<file path="config.mk">
export PLATFORM = sky130hd
export DESIGN_NAME = qpht_ctrl
export DESIGN_NICKNAME = d
export VERILOG_FILES = /design/src/hdl/qpht_pkg.sv /design/src/hdl/qpht_ctrl.sv
export SDC_FILE = /design/constraint.sdc
export NUM_CORES = 1
export LEC_CHECK = 0
export BUFFER_PORTS_ARGS = -buffer_cell sky130_fd_sc_hd__buf_2
export CORE_ASPECT_RATIO = 0.5
export CORE_MARGIN = 2
export CORE_UTILIZATION = 44
export DETAILED_ROUTE_END_ITERATION = 8
export PLACE_DENSITY = 0.86
export SLEW_MARGIN = 40
export SYNTH_ARGS = -nofsm -noshare
export SYNTH_HDL_FRONTEND = slang
export SYNTH_SLANG_ARGS = --single-unit
</file>
<file path="constraint.sdc">
create_clock -name i_clk -period 2.2 [get_ports i_clk]
set_clock_uncertainty 0.05 [all_clocks]
set_input_delay 0.22 -clock i_clk [delete_from_list [all_inputs] [get_ports i_clk]]
set_output_delay 0.22 -clock i_clk [all_outputs]
set_load 0.1 [all_outputs]
</file>
<file path="src/hdl/qpht_pkg.sv">
// Package: constants, codes and types for the quadratic probe hash table.
package qpht_pkg;
    localparam int TableSlots = 256;
    localparam int SlotBits = $clog2(TableSlots);
    localparam int CountBits = SlotBits + 1;
    localparam int LoadLimitX4 = 3 * TableSlots;

    localparam logic [1:0] MarkEmpty = 2'd0;
    localparam logic [1:0] MarkUsed = 2'd1;
    localparam logic [1:0] MarkTomb = 2'd2;

    localparam logic [1:0] OpInsert = 2'd0;
    localparam logic [1:0] OpSet = 2'd1;
    localparam logic [1:0] OpGet = 2'd2;
    localparam logic [1:0] OpDelete = 2'd3;

    localparam logic [1:0] StatNormal = 2'd0;
    localparam logic [1:0] StatLoad = 2'd1;
    localparam logic [1:0] StatLimit = 2'd2;

    typedef struct packed {
        logic [1:0] func;
        logic [31:0] key_id;
        logic [31:0] key_hash;
        logic [7:0] scope;
        logic [63:0] value;
    } t_req;

    typedef struct packed {
        logic ok;
        logic [63:0] found_value;
        logic [7:0] found_scope;
        logic [1:0] status;
    } t_rsp;

    // controller -> datapath
    typedef struct packed {
        logic load_req;   // latch request, set first slot
        logic rd;         // issue slot read
        logic advance;    // move to next probe position
        logic wr_insert;
        logic wr_set;
        logic wr_delete;
    } t_cmd;

    // datapath -> controller
    typedef struct packed {
        logic clearing;   // post-reset mark clearing pass still running
        logic [1:0] func;
        logic load_full;
        logic count_zero;
        logic [1:0] mark;
        logic key_eq;
        logic have_tomb;
        logic last_probe;
        logic const_hit;
    } t_stat;
endpackage

</file>
<file path="src/hdl/qpht_ctrl.sv">
// Controller: sequences probe reads, decides writes and builds the response word.
module qpht_ctrl (
    input  logic i_clk,
    input  logic i_rst_n,
    input  logic i_req_valid,
    output logic o_req_ready,
    output logic o_rsp_valid,
    input  logic i_rsp_ready,
    output qpht_pkg::t_rsp o_rsp,
    output qpht_pkg::t_cmd o_cmd,
    input  qpht_pkg::t_stat i_stat,
    input  logic [63:0] i_rd_value,
    input  logic [7:0] i_rd_scope
);
    localparam logic [1:0] SIdle = 2'd0;
    localparam logic [1:0] SCheck = 2'd1;
    localparam logic [1:0] SRead = 2'd2;
    localparam logic [1:0] SEval = 2'd3;

    logic [1:0] r_state, n_state;
    logic r_rsp_valid, n_rsp_valid;
    qpht_pkg::t_rsp r_rsp, n_rsp;
    logic hit, free;

    assign o_req_ready = (r_state == SIdle) && !r_rsp_valid && !i_stat.clearing;
    assign o_rsp_valid = r_rsp_valid;
    assign o_rsp = r_rsp;
    assign hit = (i_stat.mark == qpht_pkg::MarkUsed) && i_stat.key_eq;
    assign free = (i_stat.mark == qpht_pkg::MarkEmpty);

    always_comb begin
        n_state = r_state;
        n_rsp_valid = r_rsp_valid && !i_rsp_ready;
        n_rsp = r_rsp;
        o_cmd = '0;
        unique case (r_state)
            SIdle: begin
                if (i_req_valid && o_req_ready) begin
                    o_cmd.load_req = 1'b1;
                    n_state = SCheck;
                end
            end
            SCheck: begin
                n_rsp = '0;
                if (i_stat.func == qpht_pkg::OpInsert && i_stat.load_full) begin
                    n_rsp.status = qpht_pkg::StatLoad;
                    n_rsp_valid = 1'b1;
                    n_state = SIdle;
                end else if ((i_stat.func == qpht_pkg::OpGet
                        || i_stat.func == qpht_pkg::OpDelete) && i_stat.count_zero) begin
                    n_rsp_valid = 1'b1;
                    n_state = SIdle;
                end else begin
                    o_cmd.rd = 1'b1;
                    n_state = SEval;
                end
            end
            SRead: begin
                o_cmd.rd = 1'b1;
                n_state = SEval;
            end
            SEval: begin
                n_rsp = '0;
                if (hit || free) begin
                    n_rsp_valid = 1'b1;
                    n_state = SIdle;
                    unique case (i_stat.func)
                        qpht_pkg::OpInsert: begin
                            if (free) begin
                                o_cmd.wr_insert = 1'b1;
                                n_rsp.ok = 1'b1;
                            end
                        end
                        qpht_pkg::OpSet: begin
                            if (hit && !i_stat.const_hit) begin
                                o_cmd.wr_set = 1'b1;
                                n_rsp.ok = 1'b1;
                            end
                        end
                        qpht_pkg::OpGet: begin
                            if (hit) begin
                                n_rsp.ok = 1'b1;
                                n_rsp.found_value = i_rd_value;
                                n_rsp.found_scope = i_rd_scope;
                            end
                        end
                        default: begin
                            if (hit) begin
                                o_cmd.wr_delete = 1'b1;
                                n_rsp.ok = 1'b1;
                            end
                        end
                    endcase
                end else if (i_stat.last_probe) begin
                    n_rsp.status = qpht_pkg::StatLimit;
                    n_rsp_valid = 1'b1;
                    n_state = SIdle;
                end else begin
                    o_cmd.advance = 1'b1;
                    n_state = SRead;
                end
            end
            default: n_state = SIdle;
        endcase
    end

    always_ff @(posedge i_clk) begin
        if (!i_rst_n) begin
            r_state <= SIdle;
            r_rsp_valid <= 1'b0;
        end else begin
            r_state <= n_state;
            r_rsp_valid <= n_rsp_valid;
        end
        r_rsp <= n_rsp;
    end
endmodule

</file>
* Word-level counts from Yosys, hierarchy flattened
Index checks and enable logic that the tools add are counted.
W data, S select, Z words.
** Operators by class
- Reductions and logical operators :: 19
- Bitwise operators :: 0
- $mul :: 0
- Eq/ne operators :: 8
- Shift operators :: 0
- Divide/modulo/power cells :: 0
- $add $sub $neg :: 0
- Order comparisons :: 0
- Muxes and demuxes :: 34
** Operators with widths (number)
- $pmux W75 S2 :: 1
- $mux W73 :: 2
- $mux W72 :: 1
- $mux W1 :: 17
- $mux W2 :: 7
- $eq A2 B2 Y1 const B :: 4
- $logic_and A1 B1 Y1 :: 8
- $pmux W2 S4 :: 1
- $eq A2 B1 Y1 const B :: 3
- $logic_not A2 Y1 :: 3
- $logic_not A1 Y1 :: 4
- $mux W4 :: 1
- $pmux W1 S2 :: 2
- $mux W3 :: 1
- $pmux W1 S3 :: 1
- $reduce_or A3 Y1 :: 1
- $logic_or A1 B1 Y1 :: 2
- $ne A2 B1 Y1 const B :: 1
- $reduce_bool A2 Y1 :: 1
** Word-level totals
- Latch bits :: 0
- Bits in read-only memories :: 0
- Input port bits :: 87
- Bits in writable memories :: 0
- Output and inout bits :: 83
- Logic and storage cells :: 67
- Memories kept :: 0
- Flip-flop bits (word level) :: 78

* Logic depth before layout (Yosys ltp)
Gate-level depths: netlist of run 1.
- Depth in word-level cells :: 7
- Mapped depth :: 5
- Mapped depth without buffers :: 5

* Worst setup path after synthesis of run 1
OpenSTA, ideal clock, no wires.
- Path kind :: register to output
- Start point :: register r_state[0]
- End point :: output port o_cmd[1] in the netlist's numbering
- Stages on the path, launching flop included :: 4
- Path slack :: -1.557 ns
- Data required time :: 1.930 ns
- Arrival :: 3.487 ns
- Path buffers :: 0
- Cells stage by stage :: dfxtp_1 > ha_1 > nand3b_1 > nor4_1
** RTL lines
- start, declared :: RTL line qpht_ctrl.sv:20 : logic [1:0] r_state, n_state;
- start signal, assigned :: RTL line qpht_ctrl.sv:109 : r_state <= SIdle;
- start signal, assigned :: RTL line qpht_ctrl.sv:112 : r_state <= n_state;
- end, declared :: RTL line qpht_ctrl.sv:10 : output qpht_pkg::t_cmd o_cmd,

==> out/metrics.yaml, run 1 <==
status: "finished clean"
routedWlPerCell_um: 14.7
hp-class: "in -> reg"
gr-total-overflow: 0
port-buffer-count: 168
crit_start: "r_state[1]"
timing.fmax_mhz: 493
end_kind: "output port"
max-vdd-ir-drop_v: 0.000698
ctsResizeCount: 0
crit_chain: "inv_1 > ha_1 > a31oi_2 > and2b_2 > buf_2"
post_cts_buffers: 0
fin_crit_sh_pct: 92.1
avgViaCountPerCell: 4.54
grt_pass1_wl_um: 10300
cts_made_buffers: 9
vias: 2149
grt_use_total_pct: 18.5
pwr_density_cell_nw_per_um2: 1550
drc: 0
path_buf_inv: 2
cp-start-kind: "flip-flop"
netlist_area_um2: 3100
synth.net_count: 293
path_max_fanout: 4
multi_input_area_um2: 766
h-tree-depth: 3
synth_area_leaders: "edfxtp_1 73%, and2_1 15%, ha_1 2.0%"
rsz0062_at_grt: "false"
ant_nets: 0
drtPass1Iterations: 4
n_fill_cell: 528
dieArea_um2: 7780
place_ws_ps: 407
worstMarginPinSlew_ps: 553
fin_hold_ws_ps: 96.0
n_antenna_cell: 0
finalHoldViolCount: 0
clock_latency_ps: 330
ys_types: 29
grt_max_degree: 68
setup_slack_ps: 173
core_um2: 6750
synth_area_per_cell_um2: 15.4
cap_violations: 0
syn_to_final_growth_pct: 39.9
pin_count: 170
cpPeakStageDelay_ps: 410
layout.nets: 468
finalSetupViolations: 0
numClockSinks: 78
finalMaxSlewViolations: 0
clk_path_buf_depth: 2
hold_buffers: 0
critical_path.top_delay_family: "buffers and inverters"
postLayoutCoreUtil_pct: 64.3
final_cell_mix: "168 x buf_2, 75 x edfxtp_1, 73 x and2_1"
gp_congestion: 0.762
final_cells: 473
path_clk_slew_ps: 50
drive_gt1_share_pct: 50.4
final_common_cell: "buf_2"
r2r-start: "r_state[1]"
synth-seq-cells: 78
antenna_found_initial: 0
place_inst: 457
regArea_um2: 2310
crit_slowest_cell: "buf_2"
grt_pass1_vias: 2064
cts_tree: "done"
die_y_um: 63.4
synth_top_area_share_pct: 72.6
dp_hpwl_um: 5140
crit_required_ps: 1930
fp-row-count: 21
slew_headroom_pct: 62.8
die_w_um: 123
leakagePower_nw: 1.95
setup_tns_ps: 0
crit_type: "reg -> out"
dr.first_iter.drc_count: 152
syn_inst: 201
start_util_pct: 46.0
fin_crit_ps: 2030
hold_start: "i_rst_n"
wirelength_um: 6940
synth_seq_area_share_pct: 74.5
ys_warn_count: 0
arrival_ps: 1760
root_buffer: "clkbuf_16"
yosysTopAreaCell: "edfxtp_1"
-- cell type report --
cell class              instances  share of cell area [%]
inverters                       4                   0.346
clock buffers                   9                    5.19
multi-input cells             112                    17.6
flip-flops and latches         78                    53.3
repair buffers                171                    20.2
clock inverters                 7                   0.721
well taps                      92                    2.65
-- metrics by stage --
stage | area (µm²) | power, mW
floorplan | 3120 | 5.02
global placement | 4080 | 5.48
detailed placement | 4080 | 5.52
CTS | 4340 | 6.78
global route | 4340 | 6.96
finish | 4340 | 6.74
-- per-layer routing --
metal	track usage (%)	wire length [µm]	vias up
li1	-	-	1054
met1	18.4	2480	1016
met3	5.43	291	17
met2	34.1	3990	62
met5	0	0	-
met4	10.6	181	0
-- cells in the mapped netlist --
master and count:
edfxtp_1 75, and2_1 73, clkbuf_1 7, ha_1 5, nand2_1 5, nor2_1 5
dfxtp_1 3, inv_1 3, nor2b_1 3, a21oi_1 2, o311a_1 2, a21boi_0 1
a31oi_2 1, and2b_2 1, and3_1 1, inv_2 1, mux2i_1 1, nand2b_1 1
nand3_1 1, nand3b_1 1, nor3_4 1, nor3b_1 1, nor4_1 1, nor4b_1 1
o21bai_1 1, o221ai_1 1, or2_2 1, or3_2 1, or3b_4 1
-- registers in the layout, summed over array words and instances (netlist names) --
name,flops
o_rsp,75
o_rsp_valid,1
r_state,2
-- report_power, final --
part           internal [mW]  switching [mW]  total, mW
Clock                  0.740           0.525       1.27
Combinational          0.357            2.94       3.30
Sequential              2.09          0.0862       2.17
-- final timing paths --
kind / end / slack [ps] / cells past startpoint
setup / recovery: o_cmd[4] / 170 / 5
hold / removal: o_rsp_valid / 100 / 2
setup reg to reg: o_rsp[48] / 430 / 5
hold reg to reg: r_state[1] / 630 / 3
-- kinds of logic (layout without fill, tap and decap cells) --
logic type | after synthesis | count (layout) | share of synthesized area (%)
buffers and inverters | 11 | 191 | 1.33
and+or+nand+nor | 98 | 98 | 19.7
adders and majority gates | 5 | 5 | 2.02
DFF | 78 | 78 | 74.5
AOI/OAI and AO/OA | 8 | 8 | 2.14
muxes | 1 | 1 | 0.323
Note: power is estimated with default switching activity, not from simulation.
==> inputs of run 2 (changes only) <==
Settings changed: BUFFER_PORTS_ARGS -buffer_cell sky130_fd_sc_hd__buf_2 to not set, CORE_ASPECT_RATIO 0.5 to 0.8, CORE_UTILIZATION 44 to 50, DONT_BUFFER_PORTS set to 1, PLACE_DENSITY 0.86 to 0.72.
==> run 2 against run 1 <==
Compared with the run above: sequential power hardly changed; clock-buffer cell count is 1 higher; combinational power is 4% higher; wire length is 14% lower; global-route usage is 1.5 points lower; critical endpoint unchanged.
==> out/metrics.yaml, run 2 (synthesis gave the netlist of run 1 again) <==
gp_congestion: 0.714
power_mw: 6.50
numClockSinks: 78
fp-row-count: 25
crit_slowest_cell: "and2b_2"
wl_met3_um: 793
cpPeakStageDelay_ps: 560
final_common_cell: "buf_4"
slew_headroom_pct: 62.6
dieArea_um2: 6860
syn_to_final_growth_pct: 30.5
vias: 1834
avgViaCountPerCell: 4.84
dr.first_iter.drc_count: 81
p_sw_mw: 3.49
drive_gt1_share_pct: 37.5
gr-total-overflow: 0
port-buffer-count: 0
cts_tree: "done"
h-tree-depth: 3
hp-class: "in -> reg"
pwr_density_cell_nw_per_um2: 1600
final_cell_mix: "85 x buf_4, 75 x edfxtp_1, 73 x and2_1"
cts_made_buffers: 9
intPower_mw: 3.01
drtPass1Iterations: 4
arrival_ps: 1730
setup_tns_ps: 0
crit_type: "reg -> out"
largest_reg_flops: 75
wirelength_um: 5950
pin_count: 170
rsz0062_at_grt: "false"
clk_path_buf_depth: 2
seqPwrFrac_pct: 33.6
clock_latency_ps: 320
cap_violations: 0
grt_use_total_pct: 17.0
die_y_um: 74.5
max-vdd-ir-drop_v: 0.000881
cp-start-kind: "flip-flop"
antenna_found_initial: 2
crit_required_ps: 1930
fin_crit_sh_pct: 90.7
p_clk_share_pct: 13.5
layout.nets: 384
ant_nets: 0
path_buf_inv: 1
root_buffer: "clkbuf_8"
timing.fmax_mhz: 501
highest_layer: "met4"
core_um2: 5940
leakagePower_nw: 1.64
path_clk_slew_ps: 80
worstMarginPinSlew_ps: 556
wl_met1_um: 2140
die_w_um: 92.1
grt_pass1_vias: 1751
drc: 0
crit_chain: "inv_1 > ha_1 > a31oi_2 > and2b_2"
fin_hold_ws_ps: 29.7
finalHoldViolCount: 0
dp_hpwl_um: 4510
power_frac_comb_pct: 52.9
finalMaxSlewViolations: 0
path_max_fanout: 4
met2_length_um: 2970
status: "finished clean"
grt_pass1_wl_um: 8400
fin_crit_ps: 2000
post_cts_buffers: 0
critical_path.top_delay_family: "simple AND/OR/NAND/NOR gates"
end_kind: "output port"
start_util_pct: 52.2
routedWlPerCell_um: 15.7
switching_share_pct: 53.7
finalSetupViolations: 0
n_fill_cell: 429
grt_max_degree: 49
run 2: cell types whose count changed in the layout (fill, tap and decap cells not counted), sizes merged:
cell,delta
buf,-85
clkinv,-3
clkinvlp,+1
clkbuf,+1
dlygate4sd3,+1
diode,+2
run 2: power by group through the flow:
stage / Clock (mW) / Sequential, mW / Combinational (mW)
finish: 0.879 / 2.18 / 3.43
global route: 0.973 / 2.21 / 3.52
CTS: 0.919 / 2.19 / 3.45
detailed placement: 0 / 2.22 / 3.45
global placement: 0 / 2.20 / 3.43
floorplan: 0 / 4.67 / 0.353
run 2: stage by stage:
step	setup slack [ps]	std cells	cell area (µm²)	utilization, %
2_1_floorplan	-379	201	3120	-
3_3_place_gp	562	361	3870	65.1
3_5_place_dp	489	361	3870	65.1
4_1_cts	179	377	4050	68.1
5_1_grt	96.7	379	4050	68.1
6_report	205	379	4050	68.1
run 2: final cells by class:
type	count	area, µm²	share of cell area, %
multi-input combinational	112	783	19.3
sequential	78	2310	57.1
timing repair buffer	87	668	16.5
clock inverter	5	37.5	0.927
antenna	2	5.00	0.124
inverter	4	15.0	0.371
tap	81	101	2.50
clock buffer	10	128	3.15
run 2: path summary, 6_finish.rpt:
check	depth (start not counted)	from	slack, ps	end
max	4	r_state[1]	200	o_cmd[4]
min	1	i_rd_value[32]	30	o_rsp[42]
max reg2reg	5	r_state[0]	490	o_rsp[18]
min reg2reg	3	r_state[0]	630	r_state[0]
run 2: metal layers:
layer / vias to the layer above / global-route usage [%]
met5: - / 0
met2: 116 / 28.1
met1: 827 / 18.3
li1: 886 / -
met3: 5 / 10.9
met4: 0 / 4.98
run 2: repair_timing:
action                                 CTS  global route
endpoints found under the hold margin    3             0
hold buffers                             1             0
resized for setup                        0             0
==> inputs of run 3 (changes only) <==
Settings changed: GPL_TIMING_DRIVEN set to 0.
==> run 3 against run 2 <==
Compared with the run above: maximum frequency shrank 1.8%; die area did not move; sequential share of layout area down 5.3 points; cell count shrank 8.7%; highest routed layer unchanged; core utilization grew 7.0 points; combinational power is 23% lower; global-route usage is 1.3 points higher; sequential power up 55%; largest power group is now registers.
==> out/metrics.yaml, run 3 (synthesis gave the netlist of run 1 again) <==
vias: 1765
endpoint: "o_cmd[0]"
max-vdd-ir-drop_v: 0.000914
h-tree-depth: 3
gp_congestion: 0.767
largest_reg_flops: 75
die_y_um: 74.5
r2r_end: "o_rsp[20]"
dp_hpwl_um: 4710
leakagePower_nw: 1.71
post_cts_buffers: 0
rsz0062_at_grt: "false"
crit_type: "reg -> out"
core_um2: 5940
cp-start-kind: "flip-flop"
gr-total-overflow: 0
finalHoldViolCount: 0
die_w_um: 92.1
grt_pass1_vias: 1745
pwr_density_cell_nw_per_um2: 1600
place_area_um2: 3760
grt_pass1_wl_um: 8970
routedWlPerCell_um: 19.4
cpPeakStageDelay_ps: 550
grtUsageMet3_pct: 11.4
root_buffer: "clkbuf_8"
avgViaCountPerCell: 5.10
path_clk_slew_ps: 80
drc: 0
crit_slowest_cell: "nor2_4"
port-buffer-count: 0
p_clk_share_pct: 15.8
numClockSinks: 78
fp-row-count: 25
cts_made_buffers: 9
setup_slack_ps: 168
crit_chain: "ha_1 > nand3b_1 > nor2_4"
layout.nets: 351
end_kind: "output port"
regArea_um2: 2310
slew_headroom_pct: 37.6
fin_crit_ps: 2030
clk_path_buf_depth: 2
antenna_found_initial: 2
timing.fmax_mhz: 492
power_frac_comb_pct: 37.1
r2r-start: "r_state[1]"
cap_violations: 0
pin_count: 170
drive_gt1_share_pct: 28.5
finalSetupViolations: 0
crit_required_ps: 1930
crit_start: "r_state[1]"
reg2reg_slack_ps: 210
seqPwrFrac_pct: 47.1
drtPass1Iterations: 5
ant_nets: 0
p_sw_mw: 3.58
start_util_pct: 52.2
path_buf_inv: 0
dr.first_iter.drc_count: 80
status: "finished clean"
syn_to_final_growth_pct: 44.0
grt_busiest_layer: "met2"
met2_usage_pct: 31.2
intPower_mw: 3.57
worstMarginPinSlew_ps: 937
switching_share_pct: 50.1
met1_usage_pct: 18.5
place_ws_ps: 35.9
arrival_ps: 1760
path_max_fanout: 6
hp-class: "in -> reg"
finalMaxSlewViolations: 0
grt_max_degree: 45
cts_tree: "done"
cp.depth: 3
wirelength_um: 6710
n_fill_cell: 330
design_area_um2: 4470
power_mw: 7.15
final_common_cell: "edfxtp_1"
final_cell_mix: "75 x edfxtp_1, 72 x and2_1, 18 x buf_8, 18 x clkbuf_16"
worst-r2r-cell-count: 5
dieArea_um2: 6860
clock_latency_ps: 330
grt_use_total_pct: 18.2
critical_path.top_delay_family: "simple AND/OR/NAND/NOR gates"
fin_crit_sh_pct: 92.4
multi_input_area_um2: 796
## run 3: area by class of cell
type | instances | area share [%]
tap | 81 | 2.27
antenna | 2 | 0.112
clock inverter | 5 | 1.88
timing repair buffer | 47 | 22.3
clock buffer | 10 | 2.86
inverter | 4 | 0.336
multi-input combinational | 112 | 17.8
buffer | 7 | 0.616
sequential | 78 | 51.8
## run 3: repair_timing
item,CTS,global route
endpoints found under the setup margin,0,10
hold buffers,1,0
endpoints found under the hold margin,3,0
gates resized for setup,0,2
## run 3: power by group through the flow
stage	clock (mW)	sequential (mW)	combinational, mW
6_report	1.13	3.37	2.65
5_1_grt	1.21	3.40	2.72
4_1_cts	1.16	3.96	1.65
3_5_place_dp	0	3.99	1.65
3_3_place_gp	0	4.73	0.411
2_1_floorplan	0	4.67	0.353
## run 3: worst min path at each step
stage	start	endpoint	slack, ps	cells after the start
5_1_grt	i_rd_value[57]	o_rsp[67]	3	1
2_1_floorplan	i_rst_n	o_rsp_valid	300	1
3_5_place_dp	i_rst_n	r_state[0]	310	1
6_report	i_rd_value[4]	o_rsp[14]	20	1
4_1_cts	i_rd_value[56]	o_rsp[66]	4	1
3_3_place_gp	i_rst_n	o_rsp_valid	310	1
## run 3: through the flow
stage                     util, %  cells  hold slack, ps  setup TNS (ps)
after global routing         75.1    345            3.02               0
after global placement       54.1    282             307          -13540
after CTS                    67.0    325            4.04               0
final                        75.2    346            24.7               0
after detailed placement     63.3    309             312               0
after floorplan                 -    201             298            -384
## run 3: worst register-to-register path, cell delays in order (launching register included)
cell      delay (ps)
dfxtp_1          360
ha_1             280
nand2b_1         210
nor3_4           420
clkbuf_1         330
and2_1           210
## run 3: metal layers
metal / up-vias / wire [µm] / part of all wire (%)
li1: 819 / - / -
met1: 827 / 2210 / 33
met2: 114 / 3550 / 53
met3: 5 / 901 / 13
met4: 0 / 52 / 0.77
met5: - / 0 / 0
